--- config.mk ---
export PLATFORM = sky130hd
export DESIGN_NAME = signed_integer_to_radix_text_flat
export DESIGN_NICKNAME = d
export VERILOG_FILES = /design/src/hw/rtl/sirt_pkg.sv /design/src/hw/rtl/sirt_channels.sv /design/src/hw/rtl/signed_integer_to_radix_text.sv /design/src/hw/rtl/sirt_ram.sv /design/src/hw/rtl/sirt_front.sv /design/src/hw/rtl/sirt_fifo.sv /design/src/hw/rtl/sirt_back.sv /design/src/flat_wrapper.sv
export VERILOG_INCLUDE_DIRS = /design/src /design/src/hw/rtl
export SDC_FILE = /design/constraint.sdc
export NUM_CORES = 1
export LEC_CHECK = 0
export BUFFER_PORTS_ARGS = -buffer_cell sky130_fd_sc_hd__buf_2
export CAP_MARGIN = 0
export CORE_MARGIN = 2
export CORE_UTILIZATION = 45
export DETAILED_ROUTE_END_ITERATION = 8
export GPL_ROUTABILITY_DRIVEN = 0
export PLACE_DENSITY = 0.7
export REMOVE_ABC_BUFFERS = 1
export SLEW_MARGIN = 30
export SYNTH_ARGS = -nofsm -noshare
export SYNTH_HDL_FRONTEND = slang
export SYNTH_SLANG_ARGS = --single-unit
--- constraint.sdc ---
create_clock -name clk -period 17.4 [get_ports clk]
set_input_delay 1.74 -clock clk [delete_from_list [all_inputs] [get_ports clk]]
set_output_delay 1.74 -clock clk [all_outputs]
set_load 0.005 [all_outputs]
--- src/hw/rtl/signed_integer_to_radix_text_assert.svh ---
// Assertion macros for the radix text converter.
// No dependencies; included by the top level only.
`ifndef SIGNED_INTEGER_TO_RADIX_TEXT_ASSERT_SVH
`define SIGNED_INTEGER_TO_RADIX_TEXT_ASSERT_SVH
`ifndef SYNTHESIS
// Check that prop holds at every rising clock edge outside reset.
`define SIRT_ASSERT(label, clk_sig, rst_sig, prop) \
    label: assert property (@(posedge clk_sig) disable iff (!rst_sig) (prop)) \
        else $error("sirt: assertion failed");
// Check that cond is never true outside reset.
`define SIRT_NEVER(label, clk_sig, rst_sig, cond) \
    label: assert property (@(posedge clk_sig) disable iff (!rst_sig) !(cond)) \
        else $error("sirt: forbidden condition seen");
`else
`define SIRT_ASSERT(label, clk_sig, rst_sig, prop)
`define SIRT_NEVER(label, clk_sig, rst_sig, cond)
`endif
`endif

--- src/hw/rtl/sirt_pkg.sv ---
// Shared types, constants and helpers of the radix text converter.
// No dependencies; used by the channel interfaces, the front, back and top modules and the bench.
`timescale 1ns / 1ps

package sirt_pkg;

    localparam int NUMBER_W = 32;
    localparam int RADIX_W  = 6;
    localparam int CHAR_W   = 8;
    localparam int DIGIT_W  = 6;

    // quotient bits resolved per divider cycle
    localparam int DIV_STEP_BITS = 4;

    localparam logic [RADIX_W-1:0] RADIX_MIN   = 6'd2;
    localparam logic [RADIX_W-1:0] RADIX_MAX   = 6'd36;
    localparam logic [RADIX_W-1:0] RADIX_RESET = 6'd10;

    localparam logic [CHAR_W-1:0] CH_NUL     = 8'h00;
    localparam logic [CHAR_W-1:0] CH_MINUS   = 8'h2d;
    localparam logic [CHAR_W-1:0] CH_ZERO    = 8'h30;
    localparam logic [CHAR_W-1:0] CH_NINE    = 8'h39;
    localparam logic [CHAR_W-1:0] CH_LOWER_A = 8'h61;
    localparam logic [CHAR_W-1:0] CH_LOWER_Z = 8'h7a;

    typedef struct packed {
        logic               neg;
        logic               bad_radix;
        logic [RADIX_W-1:0] radix;
    } job_flags_t;

    function automatic logic [CHAR_W-1:0] digit_char(input logic [DIGIT_W-1:0] d);
        if (d < 6'd10)
        begin
            return CH_ZERO + CHAR_W'(d);
        end
        return CH_LOWER_A + CHAR_W'(d) - 8'd10;
    endfunction

endpackage

--- src/hw/rtl/sirt_channels.sv ---
// Valid/ready channel interfaces: value in, text out, radix write.
// Depends on sirt_pkg.
`timescale 1ns / 1ps

interface sirt_value_if;
    import sirt_pkg::*;
    logic                       valid;
    logic                       ready;
    logic signed [NUMBER_W-1:0] number;
    modport source (output valid, output number, input ready);
    modport sink (input valid, input number, output ready);
endinterface

interface sirt_text_if;
    import sirt_pkg::*;
    logic              valid;
    logic              ready;
    logic [CHAR_W-1:0] text_char;
    logic              final_char;
    logic              empty_text;
    modport source (output valid, output text_char, output final_char,
                    output empty_text, input ready);
    modport sink (input valid, input text_char, input final_char,
                  input empty_text, output ready);
endinterface

interface sirt_cfg_if;
    import sirt_pkg::*;
    logic               valid;
    logic               ready;
    logic [RADIX_W-1:0] radix;
    modport source (output valid, output radix, input ready);
    modport sink (input valid, input radix, output ready);
endinterface

--- src/hw/rtl/signed_integer_to_radix_text.sv ---
// Top level of the signed integer to radix text converter.
// Depends on sirt_pkg, sirt_channels, sirt_front, sirt_fifo, sirt_back, sirt_ram
// and the assertion header.
`timescale 1ns / 1ps

//  channel | dir | word                                   | handshake
//  --------+-----+----------------------------------------+-----------
//  cfg     | in  | radix (6b)                             | valid/ready
//  value   | in  | number (32b signed)                    | valid/ready
//  text    | out | text_char (8b), final_char, empty_text | valid/ready
//
// Each digit is computed in the divider (4 quotient bits per cycle), then
// each character passes through the digit stack read port (S_RD, then S_LOAD).
// The worst case is a 32-bit value in base 2: 32 digits plus the sign.
// A bad radix gives its single empty word from S_EMPTY after dequeue.
// Reset sets the radix to 10 and empties the queue; the stack needs no clear.
// The two-entry queue keeps taking value words while text output stalls, until it is full.

module signed_integer_to_radix_text #(
    parameter int VALUE_BITS = 32
) (
    input  logic        clk,
    input  logic        rst_n,
    sirt_cfg_if.sink    cfg,
    sirt_value_if.sink  value,
    sirt_text_if.source text
);
    import sirt_pkg::*;

`include "signed_integer_to_radix_text_assert.svh"

    localparam int JOB_W = $bits(job_flags_t) + VALUE_BITS;

    logic [RADIX_W-1:0]    radix_reg;
    logic                  push_valid;
    job_flags_t            push_flags;
    logic [VALUE_BITS-1:0] push_mag;
    logic                  queue_full;
    logic                  pop;
    logic                  pop_valid;
    logic [JOB_W-1:0]      pop_data;
    job_flags_t            pop_flags;
    logic [VALUE_BITS-1:0] pop_mag;

    // radix register: always writable, held per job in the queue
    assign cfg.ready = 1'b1;

    always_ff @(posedge clk or negedge rst_n)
    begin
        if (!rst_n)
        begin
            radix_reg <= RADIX_RESET;
        end
        else if (cfg.valid)
        begin
            radix_reg <= cfg.radix;
        end
    end

    // classify on accept
    sirt_front #(
        .VALUE_BITS(VALUE_BITS)
    ) u_front (
        .value      (value),
        .radix      (radix_reg),
        .queue_full (queue_full),
        .push_valid (push_valid),
        .push_flags (push_flags),
        .push_mag   (push_mag)
    );

    // hold classified jobs between the two halves
    sirt_fifo #(
        .WIDTH(JOB_W),
        .DEPTH(2)
    ) u_queue (
        .clk       (clk),
        .rst_n     (rst_n),
        .push      (push_valid),
        .push_data ({push_flags, push_mag}),
        .full      (queue_full),
        .pop       (pop),
        .pop_valid (pop_valid),
        .pop_data  (pop_data)
    );

    assign pop_flags = pop_data[JOB_W-1:VALUE_BITS];
    assign pop_mag   = pop_data[VALUE_BITS-1:0];

    // divide, stack digits, emit characters
    sirt_back #(
        .VALUE_BITS(VALUE_BITS)
    ) u_back (
        .clk       (clk),
        .rst_n     (rst_n),
        .job_valid (pop_valid),
        .job_flags (pop_flags),
        .job_mag   (pop_mag),
        .job_pop   (pop),
        .text      (text)
    );

    // an empty word closes its text and carries no character
    `SIRT_ASSERT(a_empty_is_final, clk, rst_n,
        (text.valid && text.empty_text) |-> (text.final_char && text.text_char == CH_NUL))

    // a sign never ends the text
    `SIRT_NEVER(a_minus_not_final, clk, rst_n,
        text.valid && text.text_char == CH_MINUS && text.final_char)

    // every non-empty word is a sign, a decimal digit or a lower-case letter
    `SIRT_ASSERT(a_char_set, clk, rst_n,
        (text.valid && !text.empty_text) |-> (text.text_char == CH_MINUS
        || (text.text_char >= CH_ZERO && text.text_char <= CH_NINE)
        || (text.text_char >= CH_LOWER_A && text.text_char <= CH_LOWER_Z)))

endmodule

--- src/hw/rtl/sirt_ram.sv ---
// Generic single-write, single-read RAM with registered read data.
// No dependencies.
`timescale 1ns / 1ps

module sirt_ram #(
    parameter int WIDTH = 8,
    parameter int DEPTH = 32
) (
    input  logic                     clk,
    input  logic                     wr_en,
    input  logic [$clog2(DEPTH)-1:0] wr_addr,
    input  logic [WIDTH-1:0]         wr_data,
    input  logic                     rd_en,
    input  logic [$clog2(DEPTH)-1:0] rd_addr,
    output logic [WIDTH-1:0]         rd_data
);

    logic [WIDTH-1:0] mem [DEPTH];
    logic [WIDTH-1:0] rd_data_reg;

    always_ff @(posedge clk)
    begin
        if (wr_en)
        begin
            mem[wr_addr] <= wr_data;
        end
        if (rd_en)
        begin
            rd_data_reg <= mem[rd_addr];
        end
    end

    assign rd_data = rd_data_reg;

endmodule

--- src/hw/rtl/sirt_front.sv ---
// Front end: accept a value word, take its magnitude and sign, check the radix.
// Depends on sirt_pkg and sirt_channels.
`timescale 1ns / 1ps

module sirt_front #(
    parameter int VALUE_BITS = 32
) (
    sirt_value_if.sink                    value,
    input  logic [sirt_pkg::RADIX_W-1:0]  radix,
    input  logic                          queue_full,
    output logic                          push_valid,
    output sirt_pkg::job_flags_t          push_flags,
    output logic [VALUE_BITS-1:0]         push_mag
);
    import sirt_pkg::*;

    logic [VALUE_BITS-1:0] raw;

    // keep the low VALUE_BITS bits, zero-filled when the field is narrower
    assign raw = VALUE_BITS'($unsigned(value.number));

    assign value.ready = !queue_full;
    assign push_valid  = value.valid && !queue_full;

    assign push_flags.neg       = raw[VALUE_BITS-1];
    assign push_flags.bad_radix = (radix < RADIX_MIN) || (radix > RADIX_MAX);
    assign push_flags.radix     = radix;
    // the most negative value negates to itself, which is its exact magnitude
    assign push_mag = raw[VALUE_BITS-1] ? (~raw + 1'b1) : raw;

endmodule

--- src/hw/rtl/sirt_fifo.sv ---
// Short job queue between front and back end.
// No dependencies.
`timescale 1ns / 1ps

module sirt_fifo #(
    parameter int WIDTH = 8,
    parameter int DEPTH = 2
) (
    input  logic             clk,
    input  logic             rst_n,
    input  logic             push,
    input  logic [WIDTH-1:0] push_data,
    output logic             full,
    input  logic             pop,
    output logic             pop_valid,
    output logic [WIDTH-1:0] pop_data
);

    localparam int PTR_W = (DEPTH > 1) ? $clog2(DEPTH) : 1;
    localparam int CNT_W = $clog2(DEPTH + 1);

    logic [WIDTH-1:0] entry_reg [DEPTH];
    logic [PTR_W-1:0] wr_ptr_reg, wr_ptr_next;
    logic [PTR_W-1:0] rd_ptr_reg, rd_ptr_next;
    logic [CNT_W-1:0] count_reg, count_next;
    logic             do_push, do_pop;

    assign full      = (count_reg == CNT_W'(DEPTH));
    assign pop_valid = (count_reg != '0);
    assign pop_data  = entry_reg[rd_ptr_reg];
    assign do_push   = push && !full;
    assign do_pop    = pop && pop_valid;

    always_comb
    begin
        wr_ptr_next = wr_ptr_reg;
        rd_ptr_next = rd_ptr_reg;
        count_next  = count_reg;
        if (do_push)
        begin
            wr_ptr_next = (wr_ptr_reg == PTR_W'(DEPTH - 1)) ? '0 : wr_ptr_reg + 1'b1;
        end
        if (do_pop)
        begin
            rd_ptr_next = (rd_ptr_reg == PTR_W'(DEPTH - 1)) ? '0 : rd_ptr_reg + 1'b1;
        end
        if (do_push && !do_pop)
        begin
            count_next = count_reg + 1'b1;
        end
        else if (do_pop && !do_push)
        begin
            count_next = count_reg - 1'b1;
        end
    end

    always_ff @(posedge clk or negedge rst_n)
    begin
        if (!rst_n)
        begin
            wr_ptr_reg <= '0;
            rd_ptr_reg <= '0;
            count_reg  <= '0;
        end
        else
        begin
            wr_ptr_reg <= wr_ptr_next;
            rd_ptr_reg <= rd_ptr_next;
            count_reg  <= count_next;
        end
    end

    always_ff @(posedge clk)
    begin
        if (do_push)
        begin
            entry_reg[wr_ptr_reg] <= push_data;
        end
    end

endmodule

--- src/hw/rtl/sirt_back.sv ---
// Back end: repeated division by the radix, digit stack, character output.
// Depends on sirt_pkg, sirt_channels and sirt_ram.
`timescale 1ns / 1ps

module sirt_back #(
    parameter int VALUE_BITS = 32
) (
    input  logic                  clk,
    input  logic                  rst_n,
    input  logic                  job_valid,
    input  sirt_pkg::job_flags_t  job_flags,
    input  logic [VALUE_BITS-1:0] job_mag,
    output logic                  job_pop,
    sirt_text_if.source           text
);
    import sirt_pkg::*;

    localparam int STEPS    = (VALUE_BITS + DIV_STEP_BITS - 1) / DIV_STEP_BITS;
    localparam int PAD_BITS = STEPS * DIV_STEP_BITS;
    localparam int STEP_W   = (STEPS > 1) ? $clog2(STEPS) : 1;
    localparam int ADDR_W   = $clog2(VALUE_BITS);
    localparam int CNT_W    = $clog2(VALUE_BITS + 1);

    typedef enum logic [5:0] {
        S_IDLE  = 6'b000001,
        S_DIV   = 6'b000010,
        S_EMPTY = 6'b000100,
        S_SIGN  = 6'b001000,
        S_RD    = 6'b010000,
        S_LOAD  = 6'b100000
    } state_t;

    state_t               state_reg, state_next;
    logic [PAD_BITS-1:0]  work_reg, work_next;
    logic [DIGIT_W-1:0]   rem_reg, rem_next;
    logic [STEP_W-1:0]    step_reg, step_next;
    logic [CNT_W-1:0]     nd_reg, nd_next;
    logic                 neg_reg, neg_next;
    logic [RADIX_W-1:0]   radix_reg, radix_next;

    logic                 out_valid_reg, out_valid_next;
    logic [CHAR_W-1:0]    char_reg, char_next;
    logic                 final_reg, final_next;
    logic                 empty_reg, empty_next;
    logic                 out_free;

    logic [PAD_BITS-1:0]  div_work;
    logic [DIGIT_W-1:0]   div_rem;

    logic                 wr_en, rd_en;
    logic [ADDR_W-1:0]    rd_addr;
    logic [DIGIT_W-1:0]   rd_data;
    logic [CNT_W-1:0]     nd_less;

    // restoring division, DIV_STEP_BITS quotient bits per cycle;
    // the remainder stays below the radix so the trial fits in 7 bits
    always_comb
    begin
        logic [DIGIT_W:0]    trial;
        logic [DIGIT_W-1:0]  r;
        logic [PAD_BITS-1:0] w;
        r = rem_reg;
        w = work_reg;
        for (int i = 0; i < DIV_STEP_BITS; i++)
        begin
            trial = {r, w[PAD_BITS-1]};
            w     = {w[PAD_BITS-2:0], 1'b0};
            if (trial >= {1'b0, radix_reg})
            begin
                r    = DIGIT_W'(trial - {1'b0, radix_reg});
                w[0] = 1'b1;
            end
            else
            begin
                r = trial[DIGIT_W-1:0];
            end
        end
        div_work = w;
        div_rem  = r;
    end

    assign out_free = !out_valid_reg || text.ready;
    assign nd_less  = nd_reg - 1'b1;
    assign rd_addr  = nd_less[ADDR_W-1:0];

    always_comb
    begin
        state_next     = state_reg;
        work_next      = work_reg;
        rem_next       = rem_reg;
        step_next      = step_reg;
        nd_next        = nd_reg;
        neg_next       = neg_reg;
        radix_next     = radix_reg;
        out_valid_next = out_valid_reg && !text.ready;
        char_next      = char_reg;
        final_next     = final_reg;
        empty_next     = empty_reg;
        job_pop        = 1'b0;
        wr_en          = 1'b0;
        rd_en          = 1'b0;
        case (state_reg)
            S_IDLE:
            begin
                job_pop = 1'b1;
                if (job_valid)
                begin
                    radix_next = job_flags.radix;
                    neg_next   = job_flags.neg;
                    work_next  = PAD_BITS'(job_mag);
                    rem_next   = '0;
                    step_next  = '0;
                    nd_next    = '0;
                    state_next = job_flags.bad_radix ? S_EMPTY : S_DIV;
                end
            end
            S_EMPTY:
            begin
                if (out_free)
                begin
                    out_valid_next = 1'b1;
                    char_next      = CH_NUL;
                    final_next     = 1'b1;
                    empty_next     = 1'b1;
                    state_next     = S_IDLE;
                end
            end
            S_DIV:
            begin
                work_next = div_work;
                rem_next  = div_rem;
                step_next = step_reg + 1'b1;
                if (step_reg == STEP_W'(STEPS - 1))
                begin
                    // digit done: push it, go again on the quotient
                    wr_en     = 1'b1;
                    nd_next   = nd_reg + 1'b1;
                    rem_next  = '0;
                    step_next = '0;
                    if (div_work == '0)
                    begin
                        state_next = neg_reg ? S_SIGN : S_RD;
                    end
                end
            end
            S_SIGN:
            begin
                if (out_free)
                begin
                    out_valid_next = 1'b1;
                    char_next      = CH_MINUS;
                    final_next     = 1'b0;
                    empty_next     = 1'b0;
                    state_next     = S_RD;
                end
            end
            S_RD:
            begin
                rd_en      = 1'b1;
                state_next = S_LOAD;
            end
            S_LOAD:
            begin
                if (out_free)
                begin
                    out_valid_next = 1'b1;
                    char_next      = digit_char(rd_data);
                    final_next     = (nd_reg == CNT_W'(1));
                    empty_next     = 1'b0;
                    nd_next        = nd_less;
                    state_next     = (nd_reg == CNT_W'(1)) ? S_IDLE : S_RD;
                end
            end
            default:
            begin
                state_next = S_IDLE;
            end
        endcase
    end

    always_ff @(posedge clk or negedge rst_n)
    begin
        if (!rst_n)
        begin
            state_reg     <= S_IDLE;
            out_valid_reg <= 1'b0;
        end
        else
        begin
            state_reg     <= state_next;
            out_valid_reg <= out_valid_next;
        end
    end

    always_ff @(posedge clk)
    begin
        work_reg  <= work_next;
        rem_reg   <= rem_next;
        step_reg  <= step_next;
        nd_reg    <= nd_next;
        neg_reg   <= neg_next;
        radix_reg <= radix_next;
        char_reg  <= char_next;
        final_reg <= final_next;
        empty_reg <= empty_next;
    end

    sirt_ram #(
        .WIDTH(DIGIT_W),
        .DEPTH(VALUE_BITS)
    ) u_digit_stack (
        .clk     (clk),
        .wr_en   (wr_en),
        .wr_addr (nd_reg[ADDR_W-1:0]),
        .wr_data (div_rem),
        .rd_en   (rd_en),
        .rd_addr (rd_addr),
        .rd_data (rd_data)
    );

    assign text.valid      = out_valid_reg;
    assign text.text_char  = char_reg;
    assign text.final_char = final_reg;
    assign text.empty_text = empty_reg;

endmodule

--- src/flat_wrapper.sv ---
// flat-port wrapper written by rule: the top's interface ports become plain ports
module signed_integer_to_radix_text_flat import sirt_pkg::*;
#(
    parameter int VALUE_BITS = 32
)
  (clk, rst_n, cfg_valid, cfg_radix, cfg_ready, value_valid, value_number, value_ready, text_valid, text_text_char, text_final_char, text_empty_text, text_ready);
  sirt_cfg_if cfg_i ();
  sirt_value_if value_i ();
  sirt_text_if text_i ();
  input  logic clk;
  input  logic rst_n;
  input wire logic [$bits(cfg_i.valid)-1:0] cfg_valid;
  input wire logic [$bits(cfg_i.radix)-1:0] cfg_radix;
  output wire logic [$bits(cfg_i.ready)-1:0] cfg_ready;
  input wire logic [$bits(value_i.valid)-1:0] value_valid;
  input wire logic [$bits(value_i.number)-1:0] value_number;
  output wire logic [$bits(value_i.ready)-1:0] value_ready;
  output wire logic [$bits(text_i.valid)-1:0] text_valid;
  output wire logic [$bits(text_i.text_char)-1:0] text_text_char;
  output wire logic [$bits(text_i.final_char)-1:0] text_final_char;
  output wire logic [$bits(text_i.empty_text)-1:0] text_empty_text;
  input wire logic [$bits(text_i.ready)-1:0] text_ready;
  assign cfg_i.valid = cfg_valid;
  assign cfg_i.radix = cfg_radix;
  assign cfg_ready = cfg_i.ready;
  assign value_i.valid = value_valid;
  assign value_i.number = value_number;
  assign value_ready = value_i.ready;
  assign text_valid = text_i.valid;
  assign text_text_char = text_i.text_char;
  assign text_final_char = text_i.final_char;
  assign text_empty_text = text_i.empty_text;
  assign text_i.ready = text_ready;
  signed_integer_to_radix_text #(.VALUE_BITS(VALUE_BITS)) u_core (.clk(clk), .rst_n(rst_n), .cfg(cfg_i), .value(value_i), .text(text_i));
endmodule
==> results.md <==
* Status: complete, no violations
* Compound-Gate Fraction of Synth Area at 6.277%
* Residual DRC count at 0
* Distinct cells, synth at 68
* Syn Inst Count at 1059
* Die extent in x at 194.0 um
* Fin util at 51.46%
* Hold Path Class: flop to flop
* Largest net degree at the start of global routing at 68
* Seq/Total Area, Yosys at 65.86%
* Final setup viols at 0
* Max incr delay on CP at 0.82 ns
* Commonest non-fill, non-tap cell in the layout: edfxtp_1
* CTS H-tree lvls at 2
* Post-CTS Hold Fix Bufs at 0
* Synth warn at 0
* IO Port Bufs at 54
* Crit-path leading delay family: compound AO/OA/AOI/OAI gates
* Multiplexer share of the synthesized area at 12.20%
* Initial DRC Count at 812
* Die H at 194.0 um
* WHS Path Cells at 0
* CTS sink count at 359
* Layout area overhead at 12.66%
* Detailed Routing Iterations Pass 1 at 5
* CTS clk-pin slew, worst paths at 0.06 ns
* CP Launch Type: flop
* Final ANT Viol Nets at 0
* Post-Synth Simple-Gate Area at 7.332%
* Crit path top cell by count: ha_1
* First-pass GRT wire length at 51810 um
* Flop and latch count out of synthesis at 359
* CTS buffer count at 38
* Crit path max fanout at 20
* Tmin final at 9.479 ns
* RSZ-0062 raised after global routing: false
* XOR/XNOR Fraction of Synth Area at 3.019%
* CTS tree: done
* Critical path's slowest cell: mux2i_2
* Ys async rst share at 4.735%
* Setup Buffers After CTS at 0
* Crit path kind: flop to flop
* Share of cells above drive strength 1 at 19.88%
* EDFF count, synth at 342
* Core box area at 0.03557 mm^2
* Worst path required time at 17.73 ns
* Fmax at 105.5 MHz
* Fin crit share at 54.48%
* Number of global-route vias before repair at 9118
* PostCTS Resize Cnt at 0
* Max-cap viol count at 0
* Worst Tran Pin Value at 0.9551 ns
* Max FFs per register at 192
* Commonest cells after routing, fill and taps aside: 342 x edfxtp_1, 92 x nor2_1, 60 x mux4_2
* Post-Syn Area per Cell at 15.34 um^2
* Final Skew at 0.01666 ns
* Initial Util at 45.67%
* Fin. Hold Viols at 0
* Root Driver: clkbuf_16
* Drt wl/cell at 20.44 um
* Fin nets at 1207
* Die area at 0.03764 mm^2
* Detailed Place HPWL at 21870 um
* Vias per cell at 5.697
* Crit end category: flop
* Cell Area, Synth at 0.01625 mm^2
* N_diodes at 0
* Slew HR at 36.01%
* Adder-cell area share of the yosys netlist at 3.343%
* All-Layer GR Usage at 17.60%
* Setup TNS at 0 ns
* Worst reg-to-reg path cell count at 31
* Max clock buf depth at 3
* Critical path depth at 31
* Worst endpoint data arrival time at 9.81 ns
* Vias at 9190
* IO Count at 56
* Top FF cell, synth: edfxtp_1
* Fin. max-slew vios at 0
* Worst-skew pair later-pin latency at 0.52 ns
* Routed WL at 32960 um
* Grt total ovfl at 0
* Initial antenna violation count at 1
* Largest family of logic cells by synthesized area: multiplexers
* WP buf/inv at 3
* FP Rows at 69
==> area by class of cell <==
cell class / instances / area (um^2)
timing repair buffer: 64 / 349.1
inverter: 43 / 161.4
sequential: 359 / 10700
multi-input combinational: 617 / 5318
tap: 461 / 576.8
fill: 2936 / 17270
clock inverter: 16 / 158.9
clock buffer: 53 / 1039
==> per-stage QoR <==
| step | cell area, um^2 | hold slack, ns | instances | setup slack (ns) |
|---|---|---|---|---|
| final | 18300 | 0.4972 | 1613 | 7.921 |
| after global routing | 18300 | 0.5487 | 1613 | 7.094 |
| after CTS | 18290 | 0.5052 | 1613 | 8.070 |
| after detailed placement | 17090 | 0.4951 | 1544 | 8.107 |
| after global placement | 17070 | 0.4902 | 1544 | 8.543 |
| after floorplan | 16090 | 0.4546 | 1019 | 9.324 |
==> per-layer routing <==
metal  up-vias  wire (um)  track usage, %
met5         -          9               0
met4         2        910           6.004
met3        60       1731           2.748
met2       284      15920           28.55
met1      4606      14400           24.43
li1       4238          -               -
==> cell usage after synthesis, types with 4 or more instances <==
cell type	instances	share of area, %
a211oi_1	11	0.51
a21boi_0	4	0.18
a21o_1	7	0.32
a21oi_1	50	1.5
a31oi_1	7	0.27
and3_1	7	0.27
buf_1	9	0.21
clkbuf_1	29	0.67
dfrtp_1	14	2.2
edfxtp_1	342	63
fa_1	4	0.49
ha_1	37	2.8
inv_1	43	0.99
mux2_2	22	1.5
mux2i_1	36	2.2
mux4_2	60	8.3
nand2_1	39	0.90
nand2b_1	8	0.31
nand3_1	14	0.43
nand3b_1	7	0.32
nand4_1	4	0.15
nor2_1	93	2.1
nor2b_1	9	0.35
nor3_1	15	0.46
nor3b_1	4	0.18
nor4_1	10	0.39
o21ai_0	29	0.89
o21ai_1	11	0.34
o22ai_1	5	0.19
o31ai_1	10	0.46
or3_1	4	0.15
or4_4	5	0.35
xnor2_1	42	2.3
xor2_1	14	0.75
==> final timing paths <==
kind | slack [ns] | end | start
worst min-delay path | 0.50 | u_core.u_queue.entry_reg[1][36] | u_core.radix_reg[4]
worst max register to register | 7.92 | u_core.u_back.u_digit_stack.mem[7][4] | u_core.u_back.radix_reg[1]
min in group asynchronous | 1.16 | u_core.radix_reg[5] | rst_n
max in group asynchronous | 15.90 | u_core.radix_reg[3] | rst_n
worst max-delay path | 7.92 | u_core.u_back.u_digit_stack.mem[7][4] | u_core.u_back.radix_reg[1]
worst min register to register | 0.50 | u_core.u_queue.entry_reg[1][36] | u_core.radix_reg[4]
==> logic make-up (layout without fill, tap and decap cells) <==
family / count (synthesis) / in the layout
simple gates: 236 / 236
mux: 120 / 120
flops: 359 / 359
xor+xnor: 56 / 56
fa+ha+maj: 41 / 41
buf+inv: 83 / 176
other cells: 1 / 1
compound gates: 163 / 163
==> worst register-to-register path: cells and delay by family (launching register included) <==
| kind | cells | cell delay [ns] |
|---|---|---|
| DFF | 1 | 0.45 |
| and+or+nand+nor | 8 | 2.50 |
| AOI/OAI and AO/OA | 14 | 3.14 |
| adders and majority gates | 4 | 1.21 |
| muxes | 2 | 1.25 |
| buffers and inverters | 3 | 0.75 |
Power is not shown: default switching activity piles up to over one toggle a cycle in this logic, so the estimate is an artifact.
